## src/sv/ntc_a2t_pkg.sv

```systemverilog
`timescale 1ns / 1ps

package ntc_a2t_pkg;

  // table geometry
  localparam int unsigned TABLE_ENTRIES = 98;
  localparam int unsigned TBL_AW        = $clog2(TABLE_ENTRIES);
  localparam int unsigned ENTRY_W       = 16;
  localparam int unsigned INDEX_W       = 7;
  localparam int unsigned ADC_W         = 12;
  localparam int unsigned TEMP_OUT_W    = 10;

  // resistance code = floor(CODE_NUM_K*a / (CODE_DEN_BASE - CODE_DEN_K*a))
  localparam int unsigned CODE_NUM_K    = 330000;
  localparam int unsigned CODE_DEN_BASE = 204800;
  localparam int unsigned CODE_DEN_K    = 33;

  // shared divider sizes
  localparam int unsigned DIV_NW  = 31;
  localparam int unsigned DIV_DW  = 18;
  localparam int unsigned DIV_CW  = $clog2(DIV_NW);

  // x/10 for a 16-bit x as (x * DIV10_MUL) >> DIV10_SHIFT
  localparam int unsigned DIV10_MUL   = 52429;
  localparam int unsigned DIV10_SHIFT = 19;
  localparam int unsigned STEP_W      = 2 * ENTRY_W - DIV10_SHIFT;

  localparam int unsigned FRAC_MAX  = 10;
  localparam int unsigned FRAC_W    = 4;
  localparam int unsigned TEMP_MAX  = 1023;

  localparam logic OP_LOAD    = 1'b0;
  localparam logic OP_CONVERT = 1'b1;

  typedef enum logic [1:0] {
    ST_OK        = 2'd0,
    ST_BELOW     = 2'd1,
    ST_BEYOND    = 2'd2,
    ST_ZERO_STEP = 2'd3
  } status_e;

  typedef struct packed {
    logic              start;
    logic [DIV_NW-1:0] dividend;
    logic [DIV_DW-1:0] divisor;
  } div_req_t;

  typedef struct packed {
    logic              done;
    logic [DIV_NW-1:0] quotient;
  } div_rsp_t;

endpackage

```

## src/sv/ntc_a2t_ram.sv

```systemverilog
`timescale 1ns / 1ps

module ntc_a2t_ram #(
  parameter int unsigned Width = 16,
  parameter int unsigned Depth = 98
) (
  input  logic                     clk_i,
  input  logic                     we_i,
  input  logic [$clog2(Depth)-1:0] waddr_i,
  input  logic [Width-1:0]         wdata_i,
  input  logic [$clog2(Depth)-1:0] raddr_i,
  output logic [Width-1:0]         rdata_o
);

  logic [Width-1:0] mem_q [Depth];
  logic [Width-1:0] rdata_q;

  always_ff @(posedge clk_i) begin
    if (we_i) begin
      mem_q[waddr_i] <= wdata_i;
    end
    rdata_q <= mem_q[raddr_i];
  end

  assign rdata_o = rdata_q;

endmodule

```

## src/sv/ntc_a2t_div.sv

```systemverilog
`timescale 1ns / 1ps

module ntc_a2t_div (
  input  logic                  clk_i,
  input  logic                  rst_ni,
  input  ntc_a2t_pkg::div_req_t req_i,
  output ntc_a2t_pkg::div_rsp_t rsp_o
);
  import ntc_a2t_pkg::*;

  logic              run_q, run_d;
  logic              done_q, done_d;
  logic [DIV_CW-1:0] cnt_q, cnt_d;
  logic [DIV_DW-1:0] rem_q, rem_d;
  logic [DIV_NW-1:0] quo_q, quo_d;
  logic [DIV_DW-1:0] dsr_q, dsr_d;
  logic [DIV_DW:0]   trial;
  logic              ge;

  // restoring division, one quotient bit per cycle
  assign trial = {rem_q, quo_q[DIV_NW-1]};
  assign ge    = trial >= {1'b0, dsr_q};

  always_comb begin
    run_d  = run_q;
    done_d = 1'b0;
    cnt_d  = cnt_q;
    rem_d  = rem_q;
    quo_d  = quo_q;
    dsr_d  = dsr_q;
    if (req_i.start) begin
      run_d = 1'b1;
      cnt_d = DIV_CW'(DIV_NW - 1);
      rem_d = '0;
      quo_d = req_i.dividend;
      dsr_d = req_i.divisor;
    end else if (run_q) begin
      rem_d = ge ? DIV_DW'(trial - {1'b0, dsr_q}) : DIV_DW'(trial);
      quo_d = {quo_q[DIV_NW-2:0], ge};
      cnt_d = cnt_q - 1'b1;
      if (cnt_q == '0) begin
        run_d  = 1'b0;
        done_d = 1'b1;
      end
    end
  end

  always_ff @(posedge clk_i or negedge rst_ni) begin
    if (!rst_ni) begin
      run_q  <= 1'b0;
      done_q <= 1'b0;
    end else begin
      run_q  <= run_d;
      done_q <= done_d;
    end
  end

  always_ff @(posedge clk_i) begin
    cnt_q <= cnt_d;
    rem_q <= rem_d;
    quo_q <= quo_d;
    dsr_q <= dsr_d;
  end

  assign rsp_o.done     = done_q;
  assign rsp_o.quotient = quo_q;

endmodule

```

## src/sv/ntc_adc_to_temperature.sv

```systemverilog
`timescale 1ns / 1ps
// loads: a load is written in the cycle it is taken and busy stays low
// a conversion uses the shared divider for the resistance code, then checks both
// table ends; inside the table it binary-searches and may divide for the fraction
// one conversion at a time: busy is high from acceptance until the result strobe
// results are strobed for one cycle on valid_o; the receiver cannot stall
// async active-low reset returns to idle; table contents are undefined until loaded
module ntc_adc_to_temperature (
  input  logic                                clk_i,
  input  logic                                rst_ni,
  input  logic                                start,
  output logic                                busy,
  input  logic                                operation_i,
  input  logic [ntc_a2t_pkg::INDEX_W-1:0]     entry_index_i,
  input  logic [ntc_a2t_pkg::ENTRY_W-1:0]     entry_value_i,
  input  logic [ntc_a2t_pkg::ADC_W-1:0]       adc_sample_i,
  output logic                                valid_o,
  output logic [ntc_a2t_pkg::TEMP_OUT_W-1:0]  temperature_tenths_o,
  output logic [1:0]                          status_o
);
  import ntc_a2t_pkg::*;

  localparam int unsigned TEMP_W = TBL_AW + 4;
  localparam int unsigned PROD_W = DIV_NW;

  typedef enum logic [10:0] {
    S_IDLE      = 11'b000_0000_0001,
    S_MUL       = 11'b000_0000_0010,
    S_CODE_GO   = 11'b000_0000_0100,
    S_CODE_WAIT = 11'b000_0000_1000,
    S_CHK0      = 11'b000_0001_0000,
    S_CHKN      = 11'b000_0010_0000,
    S_SRCH      = 11'b000_0100_0000,
    S_TOP       = 11'b000_1000_0000,
    S_BOT       = 11'b001_0000_0000,
    S_STEP      = 11'b010_0000_0000,
    S_FRAC_WAIT = 11'b100_0000_0000
  } state_e;

  localparam logic [TBL_AW-1:0] LAST_IDX = TBL_AW'(TABLE_ENTRIES - 1);
  localparam logic [TBL_AW-1:0] MID0     = TBL_AW'((TABLE_ENTRIES - 1) / 2);

  function automatic logic [TEMP_OUT_W-1:0] tenths(logic [TBL_AW-1:0] lo,
                                                   logic [FRAC_W-1:0] frac);
    logic [TEMP_W-1:0] t;
    t = TEMP_W'(lo) * TEMP_W'(10) + TEMP_W'(frac);
    return (t > TEMP_W'(TEMP_MAX)) ? TEMP_OUT_W'(TEMP_MAX) : TEMP_OUT_W'(t);
  endfunction

  state_e              state_q, state_d;
  logic                valid_q, valid_d;
  logic [ADC_W-1:0]    adc_q, adc_d;
  logic [PROD_W-1:0]   prod_q, prod_d;
  logic [DIV_DW-1:0]   den_q, den_d;
  logic [ENTRY_W-1:0]  code_q, code_d;
  logic [TBL_AW-1:0]   lo_q, lo_d, hi_q, hi_d, mid_q, mid_d;
  logic [ENTRY_W-1:0]  top_q, top_d;
  logic [STEP_W-1:0]   step_q, step_d;
  logic [TEMP_OUT_W-1:0] temp_q, temp_d;
  status_e             status_q, status_d;

  logic                ram_we;
  logic [TBL_AW-1:0]   ram_raddr;
  logic [ENTRY_W-1:0]  ram_rdata;
  div_req_t            div_req;
  div_rsp_t            div_rsp;

  logic                lt;
  logic [TBL_AW-1:0]   lo_n, hi_n, mid_n, gap;
  logic [TBL_AW:0]     sum_n;
  logic [ENTRY_W-1:0]  diff;
  logic [2*ENTRY_W-1:0] div10;
  logic [FRAC_W-1:0]   frac;

  assign busy = (state_q != S_IDLE);

  // loads go straight into the table
  assign ram_we = start && !busy && (operation_i == OP_LOAD)
                  && ({2'b00, entry_index_i} < 9'(TABLE_ENTRIES));

  ntc_a2t_ram #(
    .Width(ENTRY_W),
    .Depth(TABLE_ENTRIES)
  ) u_table (
    .clk_i  (clk_i),
    .we_i   (ram_we),
    .waddr_i(TBL_AW'(entry_index_i)),
    .wdata_i(entry_value_i),
    .raddr_i(ram_raddr),
    .rdata_o(ram_rdata)
  );

  ntc_a2t_div u_div (
    .clk_i (clk_i),
    .rst_ni(rst_ni),
    .req_i (div_req),
    .rsp_o (div_rsp)
  );

  // one search step on the entry at mid
  assign lt    = ram_rdata < code_q;
  assign lo_n  = lt ? lo_q : mid_q;
  assign hi_n  = lt ? mid_q : hi_q;
  assign gap   = hi_n - lo_n;
  assign sum_n = {1'b0, lo_n} + {1'b0, hi_n};
  assign mid_n = sum_n[TBL_AW:1];

  assign diff  = top_q - ram_rdata;
  assign div10 = (2*ENTRY_W)'(diff) * (2*ENTRY_W)'(DIV10_MUL);
  assign frac  = (div_rsp.quotient > DIV_NW'(FRAC_MAX)) ? FRAC_W'(FRAC_MAX)
                                                       : div_rsp.quotient[FRAC_W-1:0];

  always_comb begin
    state_d   = state_q;
    valid_d   = 1'b0;
    adc_d     = adc_q;
    prod_d    = prod_q;
    den_d     = den_q;
    code_d    = code_q;
    lo_d      = lo_q;
    hi_d      = hi_q;
    mid_d     = mid_q;
    top_d     = top_q;
    step_d    = step_q;
    temp_d    = temp_q;
    status_d  = status_q;
    ram_raddr = '0;
    div_req   = '0;

    unique case (state_q)
      S_IDLE: begin
        if (start && (operation_i == OP_CONVERT)) begin
          adc_d   = adc_sample_i;
          state_d = S_MUL;
        end
      end
      S_MUL: begin
        prod_d  = PROD_W'(CODE_NUM_K) * PROD_W'(adc_q);
        den_d   = DIV_DW'(CODE_DEN_BASE) - DIV_DW'(CODE_DEN_K) * DIV_DW'(adc_q);
        state_d = S_CODE_GO;
      end
      S_CODE_GO: begin
        div_req.start    = 1'b1;
        div_req.dividend = prod_q;
        div_req.divisor  = den_q;
        state_d          = S_CODE_WAIT;
      end
      S_CODE_WAIT: begin
        ram_raddr = '0;
        if (div_rsp.done) begin
          code_d  = div_rsp.quotient[ENTRY_W-1:0];
          state_d = S_CHK0;
        end
      end
      S_CHK0: begin
        if (code_q > ram_rdata) begin
          temp_d   = '0;
          status_d = ST_BELOW;
          valid_d  = 1'b1;
          state_d  = S_IDLE;
        end else begin
          ram_raddr = LAST_IDX;
          state_d   = S_CHKN;
        end
      end
      S_CHKN: begin
        if (code_q < ram_rdata) begin
          temp_d   = tenths(LAST_IDX, '0);
          status_d = ST_BEYOND;
          valid_d  = 1'b1;
          state_d  = S_IDLE;
        end else begin
          lo_d      = '0;
          hi_d      = LAST_IDX;
          mid_d     = MID0;
          ram_raddr = MID0;
          state_d   = S_SRCH;
        end
      end
      S_SRCH: begin
        lo_d = lo_n;
        hi_d = hi_n;
        if (gap > TBL_AW'(1)) begin
          mid_d     = mid_n;
          ram_raddr = mid_n;
        end else if (gap == '0) begin
          // collapsed bracket
          temp_d   = tenths(lo_n, '0);
          status_d = ST_OK;
          valid_d  = 1'b1;
          state_d  = S_IDLE;
        end else begin
          ram_raddr = lo_n;
          state_d   = S_TOP;
        end
      end
      S_TOP: begin
        top_d     = ram_rdata;
        ram_raddr = hi_q;
        state_d   = S_BOT;
      end
      S_BOT: begin
        // rdata holds the entry at hi, the lower value of the bracket
        step_d  = (top_q >= ram_rdata) ? div10[2*ENTRY_W-1:DIV10_SHIFT] : '0;
        state_d = S_STEP;
      end
      S_STEP: begin
        if (step_q == '0) begin
          temp_d   = tenths(lo_q, '0);
          status_d = ST_ZERO_STEP;
          valid_d  = 1'b1;
          state_d  = S_IDLE;
        end else if (top_q > code_q) begin
          div_req.start    = 1'b1;
          div_req.dividend = DIV_NW'(top_q - code_q);
          div_req.divisor  = DIV_DW'(step_q);
          state_d          = S_FRAC_WAIT;
        end else begin
          temp_d   = tenths(lo_q, '0);
          status_d = ST_OK;
          valid_d  = 1'b1;
          state_d  = S_IDLE;
        end
      end
      S_FRAC_WAIT: begin
        if (div_rsp.done) begin
          temp_d   = tenths(lo_q, frac);
          status_d = ST_OK;
          valid_d  = 1'b1;
          state_d  = S_IDLE;
        end
      end
      default: begin
        state_d = S_IDLE;
      end
    endcase
  end

  always_ff @(posedge clk_i or negedge rst_ni) begin
    if (!rst_ni) begin
      state_q <= S_IDLE;
      valid_q <= 1'b0;
    end else begin
      state_q <= state_d;
      valid_q <= valid_d;
    end
  end

  always_ff @(posedge clk_i) begin
    adc_q    <= adc_d;
    prod_q   <= prod_d;
    den_q    <= den_d;
    code_q   <= code_d;
    lo_q     <= lo_d;
    hi_q     <= hi_d;
    mid_q    <= mid_d;
    top_q    <= top_d;
    step_q   <= step_d;
    temp_q   <= temp_d;
    status_q <= status_d;
  end

  assign valid_o              = valid_q;
  assign temperature_tenths_o = temp_q;
  assign status_o             = status_q;

endmodule
```

## config.mk

```make
export PLATFORM = sky130hd
export DESIGN_NAME = ntc_adc_to_temperature
export DESIGN_NICKNAME = d
export VERILOG_FILES = /design/src/sv/ntc_a2t_pkg.sv /design/src/sv/ntc_a2t_ram.sv /design/src/sv/ntc_a2t_div.sv /design/src/sv/ntc_adc_to_temperature.sv
export SDC_FILE = /design/constraint.sdc
export NUM_CORES = 2
export LEC_CHECK = 0
export ABC_AREA = 1
export BUFFER_PORTS_ARGS = -buffer_cell sky130_fd_sc_hd__buf_4
export CAP_MARGIN = 20
export CORE_UTILIZATION = 55
export DETAILED_ROUTE_END_ITERATION = 8
export PLACE_DENSITY = 0.72
export SLEW_MARGIN = 20
export SYNTH_ARGS = -nofsm -noshare
export SYNTH_HDL_FRONTEND = slang
export SYNTH_SLANG_ARGS = --single-unit
```

## constraint.sdc

```tcl
create_clock -name clk_i -period 9.65 [get_ports clk_i]
set_clock_uncertainty 0.05 [all_clocks]
set_input_delay 0.965 -clock clk_i [delete_from_list [all_inputs] [get_ports clk_i]]
set_output_delay 0.965 -clock clk_i [all_outputs]
set_load 0.02 [all_outputs]
```

# Word-level counts from Yosys, hierarchy flattened
# Memory sizes are Yosys's and may differ from the RTL's. A register that Yosys moved wholly into a read port is not among the register bits.
# Cells that the tools add are included.
op_classes:
  mul: 5
  n_reduce_logical: 17
  n_eq_ne: 22
  n_mux: 66
  addsub: 8
  magnitude_cmp: 12
  bitwise_logic: 1
op_table:
  columns: ["operator", "n"]
  rows:
  - ["$pmux 11 s11", 1]
  - ["$mux 10", 10]
  - ["$mux 50", 2]
  - ["$pmux 50 s2", 1]
  - ["$mux 7", 10]
  - ["$mux 11", 6]
  - ["$mux 31", 2]
  - ["$pmux 10 s5", 1]
  - ["$pmux 7 s2", 3]
  - ["$gt 11x10->1 const B", 3]
  - ["$gt 16x16->1", 2]
  - ["$lt 16x16->1", 2]
  - ["$mul 16x16->32 const B", 1]
  - ["$gt 31x4->1 const B", 1]
  - ["$pmux 7 s4", 1]
  - ["$mul 15x12->27 const A", 1]
  - ["$mul 7x3->10 const B", 2]
  - ["$ge 19x18->1", 1]
  - ["$mul 6x12->18 const A", 1]
  - ["$mux 18", 1]
  - ["$sub 18x18->18", 1]
  - ["$sub 18x18->18 const A", 1]
  - ["$sub 16x16->17", 1]
  - ["$ge 16x16->1", 1]
  - ["41 further kinds", 75]
totals:
  wordCells: 151
  ff_bits: 221
  ram_bits: 1568
  in_bits: 39
  memories: 1
  output_inout_bits: 14
memory_table:
  columns: ["name", "depth", "word_bits", "read_ports", "rd_clocked_by_memory_dff", "write_ports", "line", "rtl"]
  rows:
  - ["u_table.mem_q", 98, 16, 1, 1, 1, "ntc_a2t_ram.sv:15", "logic [Width-1:0] mem_q [Depth];"]

# Longest topological paths before layout
logic_depth:
  depth_word: 8
  ltp_mapped: 43
  ltp_nobuf: 41

# Cells and area by module
# From an unflattened synthesis, not the netlist that was laid out.
hier_totals:
  hier_cells: 7994
  hier_area_um2: 85550.8
modules_own_cells:
  columns: ["mod", "area_each_um2", "cells_per_inst", "n_inst", "seq_area_each_um2"]
  rows:
  - ["ntc_a2t_ram", 63727.4, 5326, 1, 47405.5]
  - ["ntc_adc_to_temperature", 17677.0, 2143, 1, 4325.4]
  - ["ntc_a2t_div", 4146.5, 525, 1, 1981.9]

# Worst setup path after synthesis
# No wires, ideal clock.
synth_timing:
  kind: "register to register"
  from: "register top_q[2]"
  to: "register step_q[11], data pin"
  path_stages_with_launch: 35
  synth_period_minus_slack_ps: 6676
  arrival_time_ps: 6367
  setup_time_ps: 259
  setup_slack_ps: 2974
  t_required_ps: 9341
  path_buffers: 0
  path_cell_list: "edfxtp_1 ha_1 a21oi_1 nand2_1 a21oi_1 o21bai_1 a21o_1 a21o_1 nand3_1 nand2_1 nand3_1 nand2_1 nand2_1 nand2_1 nand3_1 nand2_1 xnor2_1 inv_1 ha_1 inv_1 ha_1 fa_1 inv_1 fa_1 fa_1 inv_1 fa_1 ha_1 nand4_1 nor3_1 a21oi_1 o21ai_0 a21oi_1 o21ai_0 a21oi_1"
synth_via:
  elab_chain_len: 2
  word_cells_on_any_way: 3
  cone_classes: "1 x add/sub; 1 x mul; 1 x order compare"
synth_lines:
  columns: ["element", "line", "rtl"]
  rows:
  - ["start: declaration", "ntc_adc_to_temperature.sv:57", "logic [ENTRY_W-1:0] top_q, top_d;"]
  - ["start signal: assignment", "ntc_adc_to_temperature.sv:257", "top_q <= top_d;"]
  - ["$sub 16x16->16", "ntc_adc_to_temperature.sv:108", "assign diff = top_q - ram_rdata;"]
  - ["$mul 16x16->32", "ntc_adc_to_temperature.sv:109", "assign div10 = (2*ENTRY_W)'(diff) * (2*ENTRY_W)'(DIV10_MUL);"]
  - ["end signal: assignment", "ntc_adc_to_temperature.sv:258", "step_q <= step_d;"]
  - ["end: declaration", "ntc_adc_to_temperature.sv:58", "logic [STEP_W-1:0] step_q, step_d;"]
# Parallel ways exist; a longest one is shown, timed or not.
# A chain may end at the register's enable or synchronous reset.

# Worst setup path in the final report
layout_timing:
  from: "register top_q[2]"
  to: "register step_q[7], data pin"
# Same word-level chain as after synthesis.

==> qor.yml <==
status: "finished with violations"
violations: "design-rule violations"
power_w: 0.01722
cts_buffers: 186
synth.ff_latch_count: 1804
layout_setup_ws_ps: 2087
dr.first_iter.drc_count: 7542
synth_cells: 8530
synth_area_mm2: 0.08871
syn_nets: 9020
dp.cells: 10470
clk_latency_ps: 850
syn2layout_area_growth_pct: 9.531
cp_top_family: "adder cells"
grt_max_degree: 212
antenna_found_initial: 6
worstSetupStartpointType: "flip-flop"
h-tree-depth: 4
die_y_um: 403.6
design_area_mm2: 0.09716
dp_hpwl_um: 140400
clkTransAtPathRegs_ps: 60
row_count: 147
vias: 62330
place_area_mm2: 0.09129
initial_core_util_pct: 55.31
max_freq_ghz: 0.1322
rsz0062_at_grt: "no"
post-cts-setup-buffers: 0
ys_seq_area_share_pct: 60.55
worstPathArrival_ps: 8080
cts_root_buf: "clkbuf_16"
firstDrtPassIters: 9
cts_tree: "done"
relSlewSlack_pct: 24.73
ys.flop_type: "edfxtp_1"
power_density_mw_per_mm2: 177.3
hold_path_class: "in -> reg"
crit_required_ps: 10170
final_cells: 10820
gr-total-overflow: 0
dieArea_mm2: 0.1629
ant_nets: 0
drv_cap: 0
io_pins: 53
drive_gt1_share_pct: 6.217
path_buf_inv: 4
via_per_inst: 5.762
critPathCaptureType: "flip-flop"
crit_slowest_cell: "fa_1"
async_flop_share_pct: 0.7761
period_needed_ps: 7563
setup_viol: 0
dieWidth_um: 403.6
first_global_vias: 59930
drv_slew: 0
grt_pass1_wl_um: 357300
worst_pin_slew_ps: 1129
synth_edf_count: 1751
critPathKind: "reg -> reg"
route.detailed.drc: 15
cp_common_cell: "nand2_1"
gr-usage-all-layers_pct: 28.70
drt_wl_total_um: 236700
drt-wirelength-per-cell_um: 21.88
hold_viol: 0
fin_nets: 8991
ys_warn_count: 0
dp_slack_ps: 2151
setup_tns_ps: 0
cts.sinks: 1804
leakage_nw: 39.46
crit_path_max_incr_delay_ps: 510
globalplace.congestion: 0.9316
port_buffers: 52
netlist-cell-type-count: 59
ir_drop_mv: 0.2023
avgSynthCellArea_um2: 10.40
fp.coreArea_mm2: 0.1604
clockBufferDepth: 3
cp_max_fo: 7
timing.final.crit_share_pct: 78.37
-- flip-flops by register name, indices dropped and copies added (netlist names), 12 cells and up --
name and cells:
u_div.quo_q 31, u_table.mem_q 1568, adc_q 12, top_q 16
code_q 16, den_q 18, step_q 13, u_div.dsr_q 18
u_div.rem_q 18, u_table.rdata_o 16, prod_q 26
-- placed cells by master, fill, tap and decap left out, types with 22 or more instances in the layout --
cell type	count
o211ai_1	32
nor2_1	209
xnor2_1	32
inv_1	1019
fa_1	104
dfxtp_1	39
ha_1	347
nand2_1	2204
clkbuf_16	188
edfxtp_1	1751
nand3_1	1455
a21oi_1	162
buf_4	207
xor2_1	61
clkinv_1	39
clkbuf_1	51
clkinv_2	31
nor3_1	22
nand3b_1	338
o21ai_0	114
-- what timing repair did --
item / 4_1_cts / 5_1_grt
setup endpoints to repair: 0 / 0
hold buffers: 1 / 0
resized for setup: 0 / 0
hold endpoints to repair: 13 / 0
-- logic make-up (layout without fill, tap and decap cells) --
kind of cell	Yosys count	in the layout	synth area share [%]
simple gates	4313	4313	21.99
compound gates	400	400	2.619
other cells	0	3	0
fa+ha+maj	451	451	7.242
flops	1804	1804	60.55
buf+inv	1469	1592	6.679
xor+xnor	93	93	0.9182
-- where the power goes --
part           total, W  internal, W  switching [W]  leakage [nW]
clock network   0.00691      0.00386        0.00305          2.84
logic           0.00143     0.000509       0.000919          20.3
registers       0.00888      0.00879      0.0000976          16.4
total            0.0172       0.0132        0.00406          39.5
-- worst paths after layout --
path	cells past startpoint	startpoint	to	slack, ps
hold / removal	1	adc_sample_i[7]	adc_q[7]	300
setup / recovery	34	top_q[2]	step_q[7]	2090
min in group asynchronous	2	rst_ni	u_div.run_q	520
hold reg to reg	0	u_table.rdata_o[4]	top_q[4]	380
max in group asynchronous	2	rst_ni	state_q[0]	8750
setup reg to reg	34	top_q[2]	step_q[7]	2090
-- stage by stage --
| stage | util (%) | hold slack, ps |
|---|---|---|
| finish | 60.58 | 297.1 |
| global route | 60.58 | 271.7 |
| global placement | 56.92 | 365.0 |
| CTS | 60.56 | 242.3 |
| detailed placement | 56.92 | 364.8 |
| floorplan | - | 358.2 |
-- per-layer routing --
layer  global-route usage [%]  share of wire [%]
met5                        0              0.019
met3                    4.494                9.3
met1                    38.88                 40
met4                    12.44                4.4
met2                    46.09                 47
-- cell type report --
cell class              instances  area (um^2)
inverters                    1030         3871
flip-flops and latches       1804        53710
repair buffers                222         1844
diodes                          3        7.507
clock buffers                 242         4937
clock inverters                98        894.6
well taps                    2160         2703
fillers                     12750        63220
multi-input cells            5257        29190
-- synth_stat cells, drive strengths merged, types with 39 or more instances --
cell       n  area (um^2)
clkbuf   131        491.7
a21oi    166        849.6
nand3b   338         2537
fa       104         2082
nand2   2211         8324
inv     1029         3862
xor2      61        534.3
ha       347         4342
o21ai    127        650.6
nand3   1456         7292
buf      308         1566
nor2     236        925.9
dfxtp     39        780.8
edfxtp  1751        52580
Note: power is estimated with default switching activity, not from simulation.
